File: src/rtl/core/fpr_pkg.sv
// ----------------------------------------------------------------------------
// Frame packet reassembler package
// Shared constants, status and fault codes, and the result item type.
// ----------------------------------------------------------------------------
package fpr_pkg;

   localparam int PACKET_CAPACITY  = 255;
   localparam int FRAME_BYTES      = 20;
   localparam int HEADER_BYTES     = 4;
   localparam int FIRST_CONT_ADDR  = 16;
   localparam int CONT_PAYLOAD     = 19;
   localparam int POS_MAX          = 31;
   localparam int MAX_FRAME_RESET  = 13;

   typedef enum logic [1:0] {
      ST_COMPLETE   = 2'd0,
      ST_INCOMPLETE = 2'd1,
      ST_FRAME_ERR  = 2'd2,
      ST_HEADER_ERR = 2'd3
   } status_type;

   typedef enum logic [1:0] {
      FAULT_NONE   = 2'd0,
      FAULT_FRAME  = 2'd2,
      FAULT_HEADER = 2'd3
   } fault_type;

   typedef struct packed {
      logic       write_enable;
      logic [7:0] write_address;
      logic [7:0] write_value;
      logic       status_valid;
      status_type status_code;
      logic [14:0] packet_index;
      logic [7:0] received_length;
   } rsp_type;

endpackage

File: src/rtl/core/frame_packet_reassembler.sv
// ----------------------------------------------------------------------------
// Frame packet reassembler
// Rebuilds a packet from link frame bytes: at most one buffer write request and,
// on a frame's last byte, one status per item.
// ----------------------------------------------------------------------------
// Each accepted item's result is registered before it is offered.
// Throughput: one item per cycle while req_ready is high; the per-byte
// update is a single pass of compares, one small constant multiply and adds
// into a registered result. A two-entry result buffer keeps req_ready high
// while one result waits. Reset (synchronous) clears all receive state,
// empties the result buffer and sets max_frame_number to 13.
module frame_packet_reassembler (
   input  logic                    clock,
   input  logic                    reset,
   input  logic                    req_valid,
   output logic                    req_ready,
   input  logic [7:0]              req_frame_byte,
   input  logic                    req_first_of_frame,
   input  logic                    req_last_of_frame,
   output logic                    rsp_valid,
   input  logic                    rsp_ready,
   output logic                    rsp_write_enable,
   output logic [7:0]              rsp_write_address,
   output logic [7:0]              rsp_write_value,
   output logic                    rsp_status_valid,
   output logic [1:0]              rsp_status_code,
   output logic [14:0]             rsp_packet_index,
   output logic [7:0]              rsp_received_length,
   input  logic                    csr_write_enable,
   input  logic [3:0]              csr_write_data
);
   import fpr_pkg::*;

   logic        receiving_ff, receiving_in;
   logic [14:0] current_index_ff, current_index_in;
   logic [7:0]  expected_length_ff, expected_length_in;
   logic [7:0]  accepted_length_ff, accepted_length_in;
   logic [3:0]  frame_number_ff, frame_number_in;
   logic [4:0]  byte_position_ff, byte_position_in;
   fault_type   frame_fault_ff, frame_fault_in;
   logic [3:0]  max_frame_number_ff;

   rsp_type     result;
   rsp_type     out_ff, out_in;
   rsp_type     skid_ff, skid_in;
   logic        out_valid_ff, out_valid_in;
   logic        skid_valid_ff, skid_valid_in;

   logic        accept;
   logic        take_out;
   logic [4:0]  pos;
   fault_type   fault;
   logic        payload;
   logic [9:0]  addr;
   logic [3:0]  fn_m1;
   status_type  code;

   assign accept   = req_valid && req_ready;
   assign take_out = out_valid_ff && rsp_ready;
   assign fn_m1    = frame_number_ff - 4'd1;

   always_comb begin
      receiving_in       = receiving_ff;
      current_index_in   = current_index_ff;
      expected_length_in = expected_length_ff;
      accepted_length_in = accepted_length_ff;
      frame_number_in    = frame_number_ff;
      payload            = 1'b0;
      addr               = '0;
      code               = ST_COMPLETE;
      result             = '0;

      pos   = req_first_of_frame ? 5'd0 : byte_position_ff;
      fault = (pos == 5'd0) ? FAULT_NONE : frame_fault_ff;
      frame_fault_in = fault;

      if (pos < 5'(FRAME_BYTES) && fault == FAULT_NONE) begin
         if (!receiving_ff) begin
            if (pos == 5'd0) begin
               if (!req_frame_byte[7]) begin
                  frame_fault_in = FAULT_HEADER;
               end else begin
                  current_index_in   = {req_frame_byte[6:0], 8'h00};
                  accepted_length_in = '0;
                  expected_length_in = '0;
               end
            end else if (pos == 5'd1) begin
               current_index_in = {current_index_ff[14:8], req_frame_byte};
            end else if (pos == 5'd2) begin
               expected_length_in = ({1'b0, req_frame_byte} > 9'(PACKET_CAPACITY))
                                    ? 8'(PACKET_CAPACITY) : req_frame_byte;
            end else if (pos >= 5'(HEADER_BYTES)) begin
               payload = 1'b1;
               addr    = 10'(pos) - 10'(HEADER_BYTES);
            end
         end else begin
            if (pos == 5'd0) begin
               frame_number_in = req_frame_byte[3:0];
               if (req_frame_byte == 8'd0 || req_frame_byte > {4'h0, max_frame_number_ff})
                  frame_fault_in = FAULT_FRAME;
            end else begin
               payload = 1'b1;
               addr    = 10'(FIRST_CONT_ADDR) + 10'(fn_m1) * 10'(CONT_PAYLOAD)
                         + 10'(pos - 5'd1);
            end
         end
      end

      if (payload && accepted_length_ff < expected_length_ff) begin
         accepted_length_in = accepted_length_ff + 8'd1;
         if (addr < 10'(PACKET_CAPACITY)) begin
            result.write_enable  = 1'b1;
            result.write_address = addr[7:0];
            result.write_value   = req_frame_byte;
         end
      end

      if (req_last_of_frame) begin
         if (frame_fault_in == FAULT_HEADER || (!receiving_ff && pos < 5'd3)) begin
            code         = ST_HEADER_ERR;
            receiving_in = 1'b0;
         end else if (frame_fault_in == FAULT_FRAME) begin
            code               = ST_FRAME_ERR;
            receiving_in       = 1'b0;
            accepted_length_in = '0;
            expected_length_in = '0;
         end else if (accepted_length_in < expected_length_in) begin
            code         = ST_INCOMPLETE;
            receiving_in = 1'b1;
         end else begin
            code         = ST_COMPLETE;
            receiving_in = 1'b0;
         end
         result.status_valid = 1'b1;
         result.status_code  = code;
         byte_position_in    = '0;
         frame_fault_in      = FAULT_NONE;
      end else begin
         byte_position_in = (pos < 5'(POS_MAX)) ? pos + 5'd1 : pos;
      end

      result.packet_index    = current_index_in;
      result.received_length = accepted_length_in;
   end

   // two-entry result buffer: head drives the ports, skid catches a stalled item
   always_comb begin
      out_in        = out_ff;
      out_valid_in  = out_valid_ff;
      skid_in       = skid_ff;
      skid_valid_in = skid_valid_ff;
      if (!out_valid_ff || take_out) begin
         if (skid_valid_ff) begin
            out_in        = skid_ff;
            out_valid_in  = 1'b1;
            skid_valid_in = 1'b0;
         end else begin
            out_in       = result;
            out_valid_in = accept;
         end
      end else if (accept) begin
         skid_in       = result;
         skid_valid_in = 1'b1;
      end
   end

   always_ff @(posedge clock) begin
      if (reset) begin
         receiving_ff        <= 1'b0;
         current_index_ff    <= '0;
         expected_length_ff  <= '0;
         accepted_length_ff  <= '0;
         frame_number_ff     <= '0;
         byte_position_ff    <= '0;
         frame_fault_ff      <= FAULT_NONE;
         max_frame_number_ff <= 4'(MAX_FRAME_RESET);
         out_valid_ff        <= 1'b0;
         skid_valid_ff       <= 1'b0;
      end else begin
         if (accept) begin
            receiving_ff       <= receiving_in;
            current_index_ff   <= current_index_in;
            expected_length_ff <= expected_length_in;
            accepted_length_ff <= accepted_length_in;
            frame_number_ff    <= frame_number_in;
            byte_position_ff   <= byte_position_in;
            frame_fault_ff     <= frame_fault_in;
         end
         if (csr_write_enable)
            max_frame_number_ff <= csr_write_data;
         out_valid_ff  <= out_valid_in;
         skid_valid_ff <= skid_valid_in;
      end
   end

   always_ff @(posedge clock) begin
      out_ff  <= out_in;
      skid_ff <= skid_in;
   end

   assign req_ready           = !skid_valid_ff;
   assign rsp_valid           = out_valid_ff;
   assign rsp_write_enable    = out_ff.write_enable;
   assign rsp_write_address   = out_ff.write_address;
   assign rsp_write_value     = out_ff.write_value;
   assign rsp_status_valid    = out_ff.status_valid;
   assign rsp_status_code     = out_ff.status_code;
   assign rsp_packet_index    = out_ff.packet_index;
   assign rsp_received_length = out_ff.received_length;

endmodule

File: config.mk
export PLATFORM = sky130hd
export DESIGN_NAME = frame_packet_reassembler
export DESIGN_NICKNAME = d
export VERILOG_FILES = /design/src/rtl/core/fpr_pkg.sv /design/src/rtl/core/frame_packet_reassembler.sv
export SDC_FILE = /design/constraint.sdc
export NUM_CORES = 1
export LEC_CHECK = 0
export ABC_AREA = 1
export BUFFER_PORTS_ARGS = -buffer_cell sky130_fd_sc_hd__buf_2
export CAP_MARGIN = 20
export CORE_ASPECT_RATIO = 1.75
export CORE_MARGIN = 3
export CORE_UTILIZATION = 60
export DETAILED_ROUTE_END_ITERATION = 7
export PLACE_DENSITY = 0.85
export SLEW_MARGIN = 20
export SYNTH_ARGS = -nofsm -noshare
export SYNTH_HDL_FRONTEND = slang
export SYNTH_SLANG_ARGS = --single-unit
File: constraint.sdc
create_clock -name clock -period 9.3 [get_ports clock]
set_input_delay 1.86 -clock clock [delete_from_list [all_inputs] [get_ports clock]]
set_output_delay 1.86 -clock clock [all_outputs]
set_load 0.02 [all_outputs]
== Yosys cells after proc, flatten, opt, wreduce, memory -nomap -nowiden ==
Cells that the tools add are included.

* Flip-flop bits (word level): 135
* Latch bits: 0
* RAM bits: 0
* ROM bits: 0
* Input bits: 19
* Output and inout port bits: 45
* Word-level logic and storage cells: 121
* Memories: 0

* Add/subtract/negate cells: 7
* $mul: 1
* Div/mod/pow operators: 0
* Magnitude comparators: 8
* Eq/ne operators: 4
* Shifts and indexed selects: 0
* Multiplexer cells: 58
* Bitwise operators: 1
* Reductions and logical operators: 18

{| class="wikitable"
|+ Operator list
! kind !! number
|-
| 8-bit two-way mux || 18
|-
| 10-bit two-way mux || 7
|-
| 15-bit two-way mux || 4
|-
| 43-bit two-way mux || 1
|-
| 17-bit two-way mux || 2
|-
| 2-bit two-way mux || 10
|-
| 8-bit < comparator || 2
|-
| 5-bit two-way mux || 3
|-
| 1-bit two-way mux || 12
|-
| 10-bit adder || 1
|-
| 5-bit by 9-bit adder with 10-bit output (first input constant) || 1
|-
| 10-bit by 8-bit < comparator with 1-bit output (second input constant) || 1
|-
| 5-bit < comparator (second input constant) || 2
|-
| 4-bit by 5-bit multiplier with 9-bit output (second input constant) || 1
|-
| 8-bit by 1-bit adder with 8-bit output (second input constant) || 1
|-
| 8-bit by 4-bit > comparator with 1-bit output || 1
|-
| 8-bit zero test || 1
|-
| 5-bit by 1-bit subtractor with 6-bit output (second input constant) || 1
|-
| 5-bit by 3-bit subtractor with 6-bit output (second input constant) || 1
|-
| 5-bit by 1-bit adder with 5-bit output (second input constant) || 1
|-
| 5-bit by 1-bit equality test with 1-bit output (second input constant) || 1
|-
| 5-bit by 2-bit equality test with 1-bit output (second input constant) || 1
|-
| 5-bit by 3-bit >= comparator with 1-bit output (second input constant) || 1
|-
| 1-bit logical AND || 5
|-
| other kinds (12) || 18
|}

== Depth between registers and ports, before layout ==
* Word-level depth: 16
* Depth in mapped cells: 25

== Worst setup path before layout ==
OpenSTA, ideal clock, no wires.

* Path kind: input to register
* From: input req_first_of_frame
* To: register skid_ff[42] (netlist name) (data pin)
* Setup time: 0.253 ns
* Arrival: 5.304 ns
* Required time: 9.047 ns
* Slack: 3.743 ns
* Stages: 19
* Path buffers: 1
* Cells stage by stage: nor2_1 > inv_1 > ha_1 > xnor2_1 > ha_1 > inv_1 > fa_1 > inv_1 > ha_1 > fa_1 > xor2_1 > nor2_1 > a211oi_1 > nand2_1 > nor3_2 > a31oi_4 > nand2_4 > buf_6 > inv_1

{| class="wikitable"
|+ RTL lines
! element !! line !! RTL
|-
| from (decl) || frame_packet_reassembler.sv:18 || <nowiki>input logic req_first_of_frame,</nowiki>
|-
| to (signal assigned) || frame_packet_reassembler.sv:198 || <nowiki>skid_ff <= skid_in;</nowiki>
|-
| to (decl) || frame_packet_reassembler.sv:45 || <nowiki>rsp_type skid_ff, skid_in;</nowiki>
|}

== Final worst setup path ==
* From: input req_first_of_frame
* To: register out_ff, in the netlist rsp_write_enable (data pin)

* Longest elaborated chain between the ends: 12
* Elaborated cells between the ends (all ways): 31
* Classes of those cells: 3 x add/sub; 3 x order compare; 2 x eq/ne; 19 x mux; 4 x reduce/logical

{| class="wikitable"
|+ Ends and longest elaborated chain
! element !! line !! RTL
|-
| 5-bit two-way mux * || frame_packet_reassembler.sv:73 || <nowiki>pos = req_first_of_frame ? 5'd0 : byte_position_ff;</nowiki>
|-
| parallel branches: the longest is 9 deep, another holds 10-bit adder || - ||
|-
| 17-bit two-way mux * || frame_packet_reassembler.sv:109 || <nowiki>if (payload && accepted_length_ff < expected_length_ff) begin</nowiki>
|-
| 43-bit two-way mux * || frame_packet_reassembler.sv:153 || <nowiki>if (skid_valid_ff) begin</nowiki>
|-
| to (signal assigned) || frame_packet_reassembler.sv:197 || <nowiki>out_ff <= out_in;</nowiki>
|-
| to (decl) || frame_packet_reassembler.sv:44 || <nowiki>rsp_type out_ff, out_in;</nowiki>
|}

Every way passes the cells marked *.
A chain may end at the register's enable or synchronous reset.

==> flow_summary.json <==
{
  "syn-mean-instance-area_um2": 8.53,
  "drive_above_1_share_pct": 15.3,
  "setup_ws_ns": 3.39,
  "h-tree-depth": 4,
  "path_class": "primary input to register",
  "syn_area_mm2": 0.00749,
  "finalNetCount": 1010,
  "core_mm2": 0.0121,
  "rows": 53,
  "peakVddDrop_mv": 0.135,
  "dieHeight_um": 154,
  "synthFlopType": "edfxtp_1",
  "die_w_um": 90.5,
  "skew_ns": 0.00718,
  "fin_crit_ns": 5.91,
  "worstSetupEndpointType": "register",
  "cts_resized": 0,
  "tns_ns": 0,
  "slew_viol_final": 0,
  "synth_top_area_share_pct": 34.5,
  "p_leak_nw": 3.93,
  "cp-start-kind": "primary input",
  "clk_path_buf_depth": 2,
  "boundaryPins": 64,
  "postSynthCellCount": 878,
  "ys_seq_elements": 135,
  "status": "completed",
  "cts_hold_buffers": 0,
  "yosys_warnings": 0,
  "antenna_found_initial": 0,
  "yosys.area.top_type": "edfxtp_1",
  "first_iter_violations": 538,
  "p_per_area_mw_per_mm2": 175,
  "synth_cell_types": 45,
  "hold_violations": 0,
  "rsz0062_at_grt": "no",
  "grtUsageMet3_pct": 4.11,
  "met1_usage_pct": 28.5,
  "seq_area_frac_synth_pct": 47.6,
  "grt_first_pass_wirelength_mm": 28.8,
  "reg2reg_setup_slack_ns": 4.45,
  "syn-num-nets": 953,
  "top_usage_layer": "met2",
  "num_vias": 6265,
  "numCtsBuffers": 17,
  "maxCapViolations": 0,
  "grt_pass1_vias": 6051,
  "drt_wl_total_mm": 17.9,
  "fmax_mhz": 169,
  "initial_core_util_pct": 61.7,
  "yosys-top-cells-area": "edfxtp_1 34%, dfxtp_1 13%, nand2_1 9.6%",
  "slew_headroom_pct": 33.6,
  "grt_max_degree": 66,
  "first_pass_iters": 7,
  "design_area_mm2": 0.00851,
  "areaGrowthSynthToFinish_pct": 13.6,
  "place_area_mm2": 0.00793,
  "portBuffers": 63,
  "fillCellCount": 901,
  "cp.required_ns": 9.56,
  "drc": 0,
  "dieArea_mm2": 0.0139,
  "wl_per_cell_um": 16.1,
  "place.gp.congestion": 0.950,
  "hp-class": "register to register",
  "setup_viol": 0,
  "cp.arrival_ns": 6.17,
  "async_flop_share_pct": 0,
  "met2_usage_pct": 47.3,
  "globalRouteOverflowTotal": 0,
  "clkLatencyLatePin_ns": 0.42,
  "worst_pin_slew_ns": 0.995,
  "post-cts-setup-buffer-count": 0,
  "cts_tree": "yes",
  "antennaDiodeCount": 0,
  "fin_crit_sh_pct": 63.6,
  "grt_usage_pct": 25.8,
  "pre_cts_ws_ns": 3.05,
  "ant_nets": 0,
  "clk_pin_slew_worst_paths_ns": 0.06,
  "cts.sinks": 135,
  "cts_root_buf": "clkbuf_16",
  "synth_edf_count": 86,
  "path_max_fanout": 18,
  "vias_per_cell": 5.63,
  "hpwl_mm": 12.1
}
-- metal layers --
layer / vias to the layer above / share of wire, %
met5: - / 0
li1: 3029 / -
met1: 2937 / 37
met3: 56 / 5.6
met2: 243 / 53
met4: 0 / 3.8
-- cells in the mapped netlist, drive strengths merged (6+ instances only) --
master,instances
o21ai,86
clkbuf,25
edfxtp,86
nor3,15
nor2,65
nand3,22
or2,7
inv,136
dfxtp,49
o211ai,8
nand2,196
buf,6
nand4,23
ha,52
a21oi,69
xor2,9
-- metrics by stage --
stage               util, %  instances  total power, W  hold slack [ns]
global placement       65.4       1081        0.000839            0.451
detailed placement     65.4       1081        0.000844            0.460
CTS                    70.1       1113         0.00149            0.469
finish                 70.1       1113         0.00149            0.469
floorplan                 -        878        0.000795            0.433
global route           70.1       1113         0.00154            0.489
-- flip-flops by register name (all words and copies together) (netlist names), 2 cells and up --
register             flops
rsp_write_value          8
skid_ff                 43
accepted_length_ff       8
max_frame_number_ff      4
rsp_received_length      8
rsp_write_address        8
current_index_ff        15
rsp_packet_index        15
byte_position_ff         5
frame_fault_ff           2
rsp_status_code          2
frame_number_ff          4
expected_length_ff       8
-- cells by family after synthesis --
group / count (synthesis) / synth area share [%]
AO/OA/AOI/OAI: 177 / 12.8
AND/OR/NAND/NOR: 330 / 19.6
buffers and inverters: 168 / 8.72
XOR/XNOR: 12 / 1.50
flip-flops: 135 / 47.6
adder cells (fa/ha/maj): 56 / 9.76
-- power by group --
group	switching, W	internal (W)	total (W)	leakage, nW
sequential	0.0000105	0.000667	0.000677	1.29
clock	0.000276	0.000381	0.000657	0.269
combinational	0.000109	0.0000487	0.000158	2.38
-- cells in the final DEF, fill, tap and decap left out, drive strengths merged, types with 18 or more instances in the layout --
cell type | netlist | final
nand2 | 196 | 196
inv | 136 | 143
edfxtp | 86 | 86
o21ai | 86 | 86
a21oi | 69 | 69
buf | 6 | 69
nor2 | 65 | 65
ha | 52 | 52
dfxtp | 49 | 49
nand4 | 23 | 23
nand3 | 22 | 22
clkbuf | 25 | 18
-- cell type report --
class / instances / area, um^2 / area share (%)
Clock inverter: 14 / 136 / 1.60
Clock buffer: 18 / 439 / 5.16
Sequential cell: 135 / 3560 / 41.9
Timing Repair Buffer: 69 / 360 / 4.24
Tap cell: 165 / 206 / 2.43
Multi-Input combinational cell: 575 / 3280 / 38.6
Inverter: 137 / 517 / 6.07
-- path summary, 6_finish.rpt --
| kind | depth (start not counted) | endpoint | start |
|---|---|---|---|
| worst min register to register | 2 | byte_position_ff[0] | byte_position_ff[0] |
| worst min-delay path | 2 | byte_position_ff[0] | byte_position_ff[0] |
| worst max-delay path | 20 | rsp_write_enable | req_first_of_frame |
| worst max register to register | 21 | rsp_write_enable | frame_number_ff[0] |
-- critical path, cell delays in order --
cell and delay (ns):
buf_2 0.12, nor2_1 0.23, inv_1 0.21, ha_1 0.27, nand2_1 0.08, xor2_1 0.19, ha_1 0.26, ha_1 0.22
fa_1 0.46, ha_1 0.38, a21oi_1 0.21, o211ai_1 0.11, or2_2 0.28, nand3_1 0.07, nand2_1 0.05, nand3_1 0.08
nand2_1 0.09, a31oi_4 0.46, nand2_4 0.28, o21ai_0 0.25
Power figures use the tool's default switching activity.
